### config.mk
export PLATFORM = sky130hd
export DESIGN_NAME = relation_property_checker_core
export DESIGN_NICKNAME = d
export VERILOG_FILES = /design/src/rpc_pkg.sv /design/src/relation_property_checker_core.sv
export VERILOG_INCLUDE_DIRS = /design/src /design/src/src
export SDC_FILE = /design/constraint.sdc
export NUM_CORES = 1
export LEC_CHECK = 0
export BUFFER_PORTS_ARGS = -buffer_cell sky130_fd_sc_hd__buf_2
export CAP_MARGIN = 20
export CORE_MARGIN = 2
export CORE_UTILIZATION = 47
export DETAILED_ROUTE_END_ITERATION = 10
export GPL_ROUTABILITY_DRIVEN = 0
export PLACE_DENSITY = 0.66
export SYNTH_ARGS = -nofsm -noshare
export SYNTH_HDL_FRONTEND = slang
export SYNTH_SLANG_ARGS = --single-unit
### constraint.sdc
create_clock -name clock -period 2.71 [get_ports clock]
set_clock_uncertainty 0.1 [all_clocks]
set_input_delay 0.271 -clock clock [delete_from_list [all_inputs] [get_ports clock]]
set_output_delay 0.271 -clock clock [all_outputs]
set_load 0.02 [all_outputs]
### src/relation_property_checker_core_assert.svh
// ----------------------------------------------------------------------------
// Assertion macros for the relation property checker
// Shorthand for clocked implication checks with a synchronous reset.
// ----------------------------------------------------------------------------
`ifndef RELATION_PROPERTY_CHECKER_CORE_ASSERT_SVH
`define RELATION_PROPERTY_CHECKER_CORE_ASSERT_SVH

// Same-cycle implication: whenever cond holds, prop holds on that edge.
`define RPC_ASSERT_IMPL(label, clk, rst, cond, prop, msg) \
   label: assert property (@(posedge clk) disable iff (rst) (cond) |-> (prop)) \
      else $error(msg);

// Next-cycle implication: whenever cond holds, prop holds on the next edge.
`define RPC_ASSERT_NEXT(label, clk, rst, cond, prop, msg) \
   label: assert property (@(posedge clk) disable iff (rst) (cond) |=> (prop)) \
      else $error(msg);

`endif

### src/rpc_pkg.sv
// ----------------------------------------------------------------------------
// Relation property checker package
// Shared widths, defaults and the result flag layout.
// ----------------------------------------------------------------------------
package rpc_pkg;

   // Element ids arrive as 4-bit values on the request channel.
   localparam int ID_WIDTH             = 4;
   localparam int ID_SPAN              = 1 << ID_WIDTH;
   localparam int NUM_ELEMENTS_DEFAULT = 16;

   localparam int REQ_DATA_WIDTH = 8;
   localparam int RSP_DATA_WIDTH = 8;

   // Result flags, reflexive in the lowest bit.
   typedef struct packed {
      logic transitive;
      logic antisymmetric;
      logic symmetric;
      logic reflexive;
   } rpc_flags_type;

   localparam int FLAGS_WIDTH = $bits(rpc_flags_type);

endpackage

### src/relation_property_checker_core.sv
// ----------------------------------------------------------------------------
// Relation property checker core
// Loads a base set and a binary relation beat by beat, then reports whether
// the relation is reflexive, symmetric, antisymmetric and transitive.
// ----------------------------------------------------------------------------
//
//  Channel | Direction | Payload                                  | Handshake
//  --------+-----------+------------------------------------------+--------------
//  req     | in        | tdata first/second elem, tuser kind,     | tvalid/tready
//          |           | tlast closes the relation                |
//  rsp     | out       | tdata four property flags                | tvalid/tready
//
//  Loading takes one beat per cycle, including pairs that hit the same row
//  back to back (a one-deep write buffer forwards the pending row).
//  The closing beat (tlast) is followed by the flush state, the scan and the
//  drain state before rsp_tvalid rises, ROWS being min(NUM_ELEMENTS, 16);
//  the scan visits all ROWS*ROWS (row a, row b) pairs, one a cycle, through
//  the two read ports of the relation memory and one shared compare unit.
//  Reset is synchronous; per-row valid bits and the member mask clear at
//  once, so no clearing pass follows reset.
//  The flags sit in an output register, so the next run loads while a result
//  beat waits; only a drain that finds that register still full holds until
//  rsp_tready takes the older beat.
//
// ----------------------------------------------------------------------------
`include "relation_property_checker_core_assert.svh"

module relation_property_checker_core #(
   parameter int NUM_ELEMENTS = rpc_pkg::NUM_ELEMENTS_DEFAULT
) (
   input  logic                               clock,
   input  logic                               reset,
   // Request channel.
   input  logic                               req_tvalid,
   output logic                               req_tready,
   input  logic [rpc_pkg::REQ_DATA_WIDTH-1:0] req_tdata,  // [3:0] first_elem, [7:4] second_elem
   input  logic                               req_tuser,  // [0] kind
   input  logic                               req_tlast,
   // Result channel.
   output logic                               rsp_tvalid,
   input  logic                               rsp_tready,
   output logic [rpc_pkg::RSP_DATA_WIDTH-1:0] rsp_tdata   // [0] reflexive, [1] symmetric,
                                                          // [2] antisymmetric, [3] transitive
);

   import rpc_pkg::*;

   // Ids are only 4 bits wide, so rows and columns past 15 can never be set
   // and are left out of storage and of the scan.
   localparam int ROWS = (NUM_ELEMENTS < ID_SPAN) ? NUM_ELEMENTS : ID_SPAN;
   localparam int RW   = $clog2(ROWS);

   localparam logic [ID_WIDTH:0] IdLimit = (ID_WIDTH + 1)'(ROWS);
   localparam logic [RW-1:0]     LastIdx = RW'(ROWS - 1);

   localparam logic [2:0] ST_LOAD   = 3'd0;
   localparam logic [2:0] ST_FLUSH  = 3'd1;
   localparam logic [2:0] ST_SCAN   = 3'd2;
   localparam logic [2:0] ST_DRAIN  = 3'd3;

   // Request decode.
   logic [ID_WIDTH-1:0] first_elem;
   logic [ID_WIDTH-1:0] second_elem;
   logic                req_accept;
   logic                pair_ok;
   logic                member_ok;

   // Control state.
   logic [2:0]    state_ff, state_in;
   logic [RW-1:0] a_ff, a_in;
   logic [RW-1:0] b_ff, b_in;
   logic          eval_vld_ff, eval_vld_in;
   logic [RW-1:0] ea_ff, eb_ff;
   rpc_flags_type flags_ff, flags_in;

   // Result register.
   logic          rsp_vld_ff, rsp_vld_in;
   rpc_flags_type rsp_flags_ff, rsp_flags_in;

   // Stores.
   logic [ROWS-1:0] mem [ROWS];
   logic [ROWS-1:0] row_vld_ff, row_vld_in;
   logic [ROWS-1:0] mask_ff, mask_in;
   logic [ROWS-1:0] rd0_ff, rd1_ff;
   logic            rv0_ff, rv1_ff;
   logic [RW-1:0]   rd0_addr;

   // Pending row update and forwarding.
   logic            p_vld_ff, p_vld_in;
   logic [RW-1:0]   p_row_ff;
   logic [RW-1:0]   p_col_ff;
   logic            fwd_ff, fwd_in;
   logic [ROWS-1:0] fwd_data_ff;
   logic [ROWS-1:0] old_row;
   logic [ROWS-1:0] new_row;

   // Shared compare unit.
   logic [ROWS-1:0] row_a;
   logic [ROWS-1:0] row_b;
   logic            bit_ab;
   logic            bit_ba;
   logic            same;
   rpc_flags_type   fail;

   assign first_elem  = req_tdata[ID_WIDTH-1:0];
   assign second_elem = req_tdata[2*ID_WIDTH-1:ID_WIDTH];
   assign req_tready  = (state_ff == ST_LOAD);
   assign req_accept  = req_tvalid && req_tready;
   assign member_ok   = req_accept && !req_tuser && ({1'b0, first_elem} < IdLimit);
   assign pair_ok     = req_accept && req_tuser && ({1'b0, first_elem} < IdLimit) &&
                        ({1'b0, second_elem} < IdLimit);

   assign rsp_tvalid = rsp_vld_ff;
   assign rsp_tdata  = {(RSP_DATA_WIDTH - FLAGS_WIDTH)'(0), rsp_flags_ff};

   // The row read in the accept cycle may be stale if the previous pair
   // wrote the same row on that very edge; the forwarded copy covers it.
   always_comb begin
      if (fwd_ff) begin
         old_row = fwd_data_ff;
      end else if (rv0_ff) begin
         old_row = rd0_ff;
      end else begin
         old_row = '0;
      end
      new_row = old_row | (ROWS'(1) << p_col_ff);
   end

   assign p_vld_in = pair_ok;
   assign fwd_in   = pair_ok && p_vld_ff && (p_row_ff == first_elem[RW-1:0]);
   assign rd0_addr = (state_ff == ST_LOAD) ? first_elem[RW-1:0] : a_ff;

   // Compare unit: one (a, b) cell of the relation per cycle.
   always_comb begin
      row_a   = rv0_ff ? rd0_ff : '0;
      row_b   = rv1_ff ? rd1_ff : '0;
      bit_ab  = row_a[eb_ff];
      bit_ba  = row_b[ea_ff];
      same    = (ea_ff == eb_ff);
      fail.reflexive     = same && mask_ff[ea_ff] && !bit_ab;
      fail.symmetric     = bit_ab && !bit_ba;
      fail.antisymmetric = !same && bit_ab && bit_ba;
      fail.transitive    = bit_ab && ((row_b & ~row_a) != '0);
   end

   // Sequencer.
   always_comb begin
      state_in     = state_ff;
      a_in         = a_ff;
      b_in         = b_ff;
      eval_vld_in  = 1'b0;
      flags_in     = flags_ff;
      row_vld_in   = row_vld_ff;
      mask_in      = mask_ff;
      rsp_vld_in   = rsp_vld_ff;
      rsp_flags_in = rsp_flags_ff;

      if (member_ok) begin
         mask_in[first_elem[RW-1:0]] = 1'b1;
      end
      if (p_vld_ff) begin
         row_vld_in[p_row_ff] = 1'b1;
      end
      if (eval_vld_ff) begin
         flags_in = flags_ff & ~fail;
      end
      if (rsp_vld_ff && rsp_tready) begin
         rsp_vld_in = 1'b0;
      end

      case (state_ff)
         ST_LOAD: begin
            if (req_accept && req_tlast) begin
               state_in = ST_FLUSH;
            end
         end
         ST_FLUSH: begin
            // The last pending row lands in memory at the end of this cycle.
            a_in     = '0;
            b_in     = '0;
            flags_in = '1;
            state_in = ST_SCAN;
         end
         ST_SCAN: begin
            eval_vld_in = 1'b1;
            if (b_ff == LastIdx) begin
               b_in = '0;
               if (a_ff == LastIdx) begin
                  a_in     = '0;
                  state_in = ST_DRAIN;
               end else begin
                  a_in = a_ff + RW'(1);
               end
            end else begin
               b_in = b_ff + RW'(1);
            end
         end
         ST_DRAIN: begin
            // The final cell is evaluated in the first drain cycle; both
            // stores empty for the next run. The flags move out as soon as
            // the result register is free.
            row_vld_in = '0;
            mask_in    = '0;
            if (!rsp_vld_ff || rsp_tready) begin
               rsp_vld_in   = 1'b1;
               rsp_flags_in = flags_in;
               state_in     = ST_LOAD;
            end
         end
         default: begin
            state_in = ST_LOAD;
         end
      endcase
   end

   always_ff @(posedge clock) begin
      if (reset) begin
         state_ff     <= ST_LOAD;
         a_ff         <= '0;
         b_ff         <= '0;
         eval_vld_ff  <= 1'b0;
         flags_ff     <= '1;
         row_vld_ff   <= '0;
         mask_ff      <= '0;
         p_vld_ff     <= 1'b0;
         fwd_ff       <= 1'b0;
         rsp_vld_ff   <= 1'b0;
         rsp_flags_ff <= '0;
      end else begin
         state_ff     <= state_in;
         a_ff         <= a_in;
         b_ff         <= b_in;
         eval_vld_ff  <= eval_vld_in;
         flags_ff     <= flags_in;
         row_vld_ff   <= row_vld_in;
         mask_ff      <= mask_in;
         p_vld_ff     <= p_vld_in;
         fwd_ff       <= fwd_in;
         rsp_vld_ff   <= rsp_vld_in;
         rsp_flags_ff <= rsp_flags_in;
      end
   end

   // Payload registers.
   always_ff @(posedge clock) begin
      p_row_ff    <= first_elem[RW-1:0];
      p_col_ff    <= second_elem[RW-1:0];
      fwd_data_ff <= new_row;
      ea_ff       <= a_ff;
      eb_ff       <= b_ff;
   end

   // Relation memory: one write port, two registered read ports.
   always_ff @(posedge clock) begin
      if (p_vld_ff) begin
         mem[p_row_ff] <= new_row;
      end
      rd0_ff <= mem[rd0_addr];
      rd1_ff <= mem[b_ff];
      rv0_ff <= row_vld_ff[rd0_addr];
      rv1_ff <= row_vld_ff[b_ff];
   end

   // Checks.
   `RPC_ASSERT_NEXT(a_result_held, clock, reset, rsp_tvalid && !rsp_tready,
      rsp_tvalid && $stable(rsp_tdata), "waiting result beat changed")
   `RPC_ASSERT_NEXT(a_last_starts_flush, clock, reset, req_accept && req_tlast,
      state_ff == ST_FLUSH, "closing beat did not start the flush cycle")
   `RPC_ASSERT_NEXT(a_drain_clears_stores, clock, reset, state_ff == ST_DRAIN,
      (mask_ff == '0) && (row_vld_ff == '0), "stores not cleared by the drain cycle")
   `RPC_ASSERT_IMPL(a_eval_in_scan, clock, reset, eval_vld_ff,
      (state_ff == ST_SCAN) || (state_ff == ST_DRAIN), "compare unit active outside the scan")

endmodule

# Word-level counts from Yosys, hierarchy flattened
# Memory sizes are Yosys's and may differ from the RTL's. A register that Yosys moved wholly into a read port is not among the register bits.
# Cells that the tools add are included.
dict set report totals {
  mem_count 1
  in_bits 14
  ram_bits 256
  regBits 89
}
# name depth width read_ports rd_clocked_by_memory_dff write_ports line
set mem_list {}
lappend mem_list {mem 16 16 2 2 1 relation_property_checker_core.sv:81} ;# logic [ROWS-1:0] mem [ROWS];
dict set report classes {
  n_shift 1
  mux 35
  n_lt_le_gt_ge 8
  n_bitwise 7
  reduce_logical 29
  n_eq_ne 11
  addsub 2
}
# cell n
set op_table {}
lappend op_table {{$mux 16} 3}
lappend op_table {{$or 16x16->16} 3}
lappend op_table {{$lt 4x5->1 const B} 6}
lappend op_table {{$bmux 1 s4} 5}
lappend op_table {{$mux 4} 5}
lappend op_table {{$and 16x16->16} 1}
lappend op_table {{$not 16->16} 1}
lappend op_table {{$pmux 4 s2} 2}
lappend op_table {{$reduce_bool 16->1} 1}
lappend op_table {{$shl 1x4->16 const A} 1}
lappend op_table {{$logic_and 1x1->1} 15}
lappend op_table {{$mux 1} 13}
lappend op_table {{$mux 3} 4}
lappend op_table {{$pmux 3 s4} 1}
lappend op_table {{$add 4x1->4 const B} 2}
lappend op_table {{$demux 1 s4} 2}
lappend op_table {{$eq 4x4->1} 2}
lappend op_table {{$eq 4x4->1 const B} 2}
lappend op_table {{$ge 4x1->1 const B} 2}
lappend op_table {{$eq 3x2->1 const B} 2}
lappend op_table {{$ne 2x2->1 const B} 3}
lappend op_table {{$logic_not 1->1} 5}
lappend op_table {{$and 4x4->4} 1}
lappend op_table {{$not 4->4} 1}
lappend op_table {{other kinds (8)} 10}

# Logic depth before layout (Yosys ltp)
dict set report logic_depth {
  word_depth 8
  mapped_depth 10
  ltp_nobuf 7
}

# Worst setup path before layout
# OpenSTA, ideal clock, no wires.
dict set report synth_path {
  path_kind {reg-to-reg}
  from {reg p_vld_ff}
  to {mem mem[0][0] (netlist name), enable pin}
  t_required_ns 2.198
  arrival_ns 2.037
  stages_incl_launch_ff 3
  setup_slack_ns 0.161
  synth_period_minus_slack_ns 2.549
  path_cell_list {dfxtp_1 > or3b_2 > nor3_1}
}
dict set report synth_between {
  elab_chain_len 2
}
# item line
set synth_lines {}
lappend synth_lines {{from (decl)} relation_property_checker_core.sv:89} ;# logic p_vld_ff, p_vld_in;
lappend synth_lines {{from (signal assigned)} relation_property_checker_core.sv:237} ;# p_vld_ff <= p_vld_in;
lappend synth_lines {{$mux 1} relation_property_checker_core.sv:255} ;# if (p_vld_ff) begin
lappend synth_lines {{$mux 1 (not written as such)} relation_property_checker_core.sv:256} ;# mem[p_row_ff] <= new_row;
lappend synth_lines {{to (decl)} relation_property_checker_core.sv:81}
# Every way passes these cells.

# Worst setup path in the final report
dict set report layout_path {
  from {reg state_ff[0]}
  to {reg rd0_ff[8] (read register of mem)}
}
dict set report layout_between {
  elab_chain_len 2
}
# item line
set layout_lines {}
lappend layout_lines {{from (decl)} relation_property_checker_core.sv:69} ;# logic [2:0] state_ff, state_in;
lappend layout_lines {{from (signal assigned)} relation_property_checker_core.sv:230} ;# state_ff <= state_in;
lappend layout_lines {{$logic_not 3->1} relation_property_checker_core.sv:131} ;# assign rd0_addr = (state_ff == ST_LOAD) ? first_elem[RW-1:0] : a_ff;
lappend layout_lines {{$mux 4} relation_property_checker_core.sv:131}
lappend layout_lines {{to (decl)} relation_property_checker_core.sv:84} ;# logic [ROWS-1:0] rd0_ff, rd1_ff;
# Every way passes these cells.
# A chain may end at the register's enable or synchronous reset.

==> flow_summary.ini <==
[timing]
slew_headroom = 0.5844
fmax_ghz = 0.3834
hold_viol_final = 0
fin_crit_sh = 0.9625
maxSlewViolCount = 0
finalSetupViolations = 0
period_needed_ns = 2.608
tightestPinTransition_ns = 0.6233
setup_ws_ns = 0.1015

[yosys]
yosys.area_share.adder = 0.004571
synth_compound_area_frac = 0.04891
ys_seq_area_frac = 0.6144
yosys-top-cells-count = edfxtp_1, mux4_2, dfxtp_1
synth.most_common_cell = edfxtp_1
synth_top_family_by_area = multiplexers
async_flop_share = 0
yosys.area.top_type = edfxtp_1
synth_ff_type = edfxtp_1
synth.area.mux_share = 0.2321
synthXorXnorAreaFrac = 0.004266
synth_edf_count = 256
yosys.area.top_type_share = 0.4681
synth-simple-area-share = 0.07062
avgSynthCellArea_sq_um = 16.15
netlist_instances = 1017
ys_types = 58
synth.area.top_cells = edfxtp_1, mux4_2, dfxtp_1, nor2_1, nand2_1
syn_area_sq_mm = 0.01642
synth-seq-cells = 376
ys_warn_count = 0

[route]
drt-total-wl_microns = 41170
vias_per_cell = 6.217
num_vias = 9786
routedWlPerCell_microns = 26.16
drt_iter0_drc = 950
drc = 0
drt_pass1_iterations = 5
antenna_left = 0

[die]
die_w_microns = 190.9
die_h_microns = 190.9
num_rows = 68
core_sq_mm = 0.03446
dieArea_sq_mm = 0.03645
start_util = 0.4766
pin_count = 24

[worst_setup_path]
critPathMaxFanout = 20
cp_data_required_time_ns = 3.01
cp-start-kind = flip-flop
crit_arrival_ns = 2.91
r2r-start = state_ff[0]
critPathKind = reg -> reg
cp-end-kind = flip-flop
r2r_end = rd0_ff[8]
rrSetupSlack_ns = 0.10
r2r_cells = 9

[grt]
antenna_found_initial = 0
grt_pass1_vias = 9720
grt_start_max_net_pins = 41
grt_usage = 0.2300
overflow = 0
grt_first_pass_wirelength_microns = 61380

[worst_hold_path]
min_from = reset
whs_path_depth = 2
hp-class = in -> reg
min_to = eval_vld_ff

[layout]
nFillCells = 2707
antenna_cells = 0
area_growth_pct = 14.78
final_layout_size_suffix_gt1_frac = 0.2958
final_nets = 1108

[run]
max_cap_viol_count = 0

[cts]
cts.reportedPaths.clkPinSlew_ns = 0.06
ctsLongestPathBuffers = 3
root_buffer = clkbuf_16
clk_latency_ns = 0.54
htreeDepth = 2
cts_sinks = 376
cts_buffers = 39
cts_tree = done

[power]
total_power_mw = 15.71
cellLeakagePower_nw = 6.232
irDropWorstVdd_uv = 527.8
power_density_mw_per_mm2 = 833.5

[placement]
io_buffers = 19
place_ws_ns = 0.07314
dp_hpwl_microns = 25420

[status]
status = complete, no violations
area by class of cell:
| type | instances | area, sq um | area share |
|---|---|---|---|
| sequential | 376 | 10100 | 0.5357 |
| multi-input combinational | 560 | 6020 | 0.3193 |
| clock buffer | 54 | 1094 | 0.05801 |
| timing repair buffer | 94 | 858.3 | 0.04553 |
| tap | 455 | 569.3 | 0.03020 |
| clock inverter | 18 | 147.6 | 0.007832 |
| inverter | 17 | 63.81 | 0.003385 |
registers in the layout (all words and copies together) (netlist names):
signal / count
a_ff: 4
eb_ff: 4
row_vld_ff: 16
flags_ff: 4
rd1_ff: 16
mask_ff: 16
p_col_ff: 4
b_ff: 4
rv1_ff: 1
eval_vld_ff: 1
rd0_ff: 16
p_row_ff: 4
ea_ff: 4
p_vld_ff: 1
fwd_data_ff: 16
rv0_ff: 1
fwd_ff: 1
state_ff: 2
rsp_tdata: 4
mem: 256
rsp_tvalid: 1
worst max path at each step:
stage	cells past startpoint	endpoint	slack, ns	start
after global routing	9	rd0_ff[4]	-0.006	state_ff[1]
after detailed placement	9	rd0_ff[8]	0.07	state_ff[0]
final	9	rd0_ff[8]	0.10	state_ff[0]
after global placement	9	rd0_ff[10]	0.13	state_ff[0]
after CTS	9	rd0_ff[8]	0.01	state_ff[0]
after floorplan	2	mem[0][0]	0.16	p_vld_ff
cells in the final DEF, fill, tap and decap left out, drive strengths merged, types with 5 or more instances in the layout:
| master | Yosys | final |
|---|---|---|
| nand3 | 14 | 14 |
| ha | 6 | 6 |
| a31oi | 24 | 24 |
| o211ai | 8 | 8 |
| nor4 | 5 | 5 |
| nor3 | 10 | 10 |
| edfxtp | 256 | 256 |
| clkbuf | 29 | 56 |
| xor2 | 5 | 5 |
| clkinv | 0 | 15 |
| and2 | 18 | 18 |
| a211oi | 18 | 18 |
| o21ai | 7 | 7 |
| nand3b | 5 | 5 |
| nand2 | 74 | 74 |
| nor2 | 92 | 92 |
| dlygate4sd3 | 0 | 11 |
| a221o | 9 | 9 |
| buf | 38 | 81 |
| inv | 17 | 18 |
| nand2b | 8 | 8 |
| nor2b | 16 | 16 |
| dfxtp | 120 | 120 |
| a21oi | 21 | 21 |
| mux4 | 162 | 162 |
| mux2i | 11 | 11 |
logic make-up (layout without fill, tap and decap cells):
| logic type | Yosys count | after routing |
|---|---|---|
| DFF | 376 | 376 |
| buffers and inverters | 84 | 183 |
| and+or+nand+nor | 254 | 254 |
| adders and majority gates | 6 | 6 |
| AOI/OAI and AO/OA | 112 | 112 |
| other | 1 | 4 |
| muxes | 176 | 176 |
| xor gates and xnor gates | 8 | 8 |
worst max-delay path, stage by stage (launching register included):
cell and delay (ns):
dfxtp_1 0.34, inv_1 0.09, ha_1 0.25, buf_4 0.24, mux2i_4 0.39, buf_12 0.23
mux4_2 0.30, and2_1 0.17, a211oi_1 0.27, a31oi_1 0.09
stage by stage:
step / std cells / hold WS (ns) / util / cell area [sq um] / setup TNS [ns]
2_1_floorplan: 1020 / 0.1987 / - / 16430 / 0
3_3_place_gp: 1485 / 0.2754 / 0.5052 / 17410 / 0
3_5_place_dp: 1486 / 0.2760 / 0.5054 / 17410 / 0
4_1_cts: 1569 / 0.02075 / 0.5446 / 18770 / 0
5_1_grt: 1574 / 0.05983 / 0.5471 / 18850 / -0.01221
6_report: 1574 / 0.04073 / 0.5471 / 18850 / 0
timing repair:
item | 4_1_cts | 5_1_grt
gates resized for setup | 0 | 0
hold buffers | 11 | 0
hold endpoints to repair | 10 | 0
endpoints found under the setup margin | 0 | 8
buffers inserted | 0 | 2
where the power goes:
group	switching [mW]	internal (mW)
Clock	2.16	3.02
Combinational	1.87	1.57
Sequential	0.338	6.76
Total	4.37	11.3
metal layers:
metal  up-vias  global-route usage  routed length [microns]
met5         -                   0                        0
met4         0             0.07782                     1276
met3        71             0.03305                     2777
met2       418              0.3619                    19460
met1      5093              0.3318                    17660
li1       4204                   -                        -
Note: power is estimated with default switching activity, not from simulation.
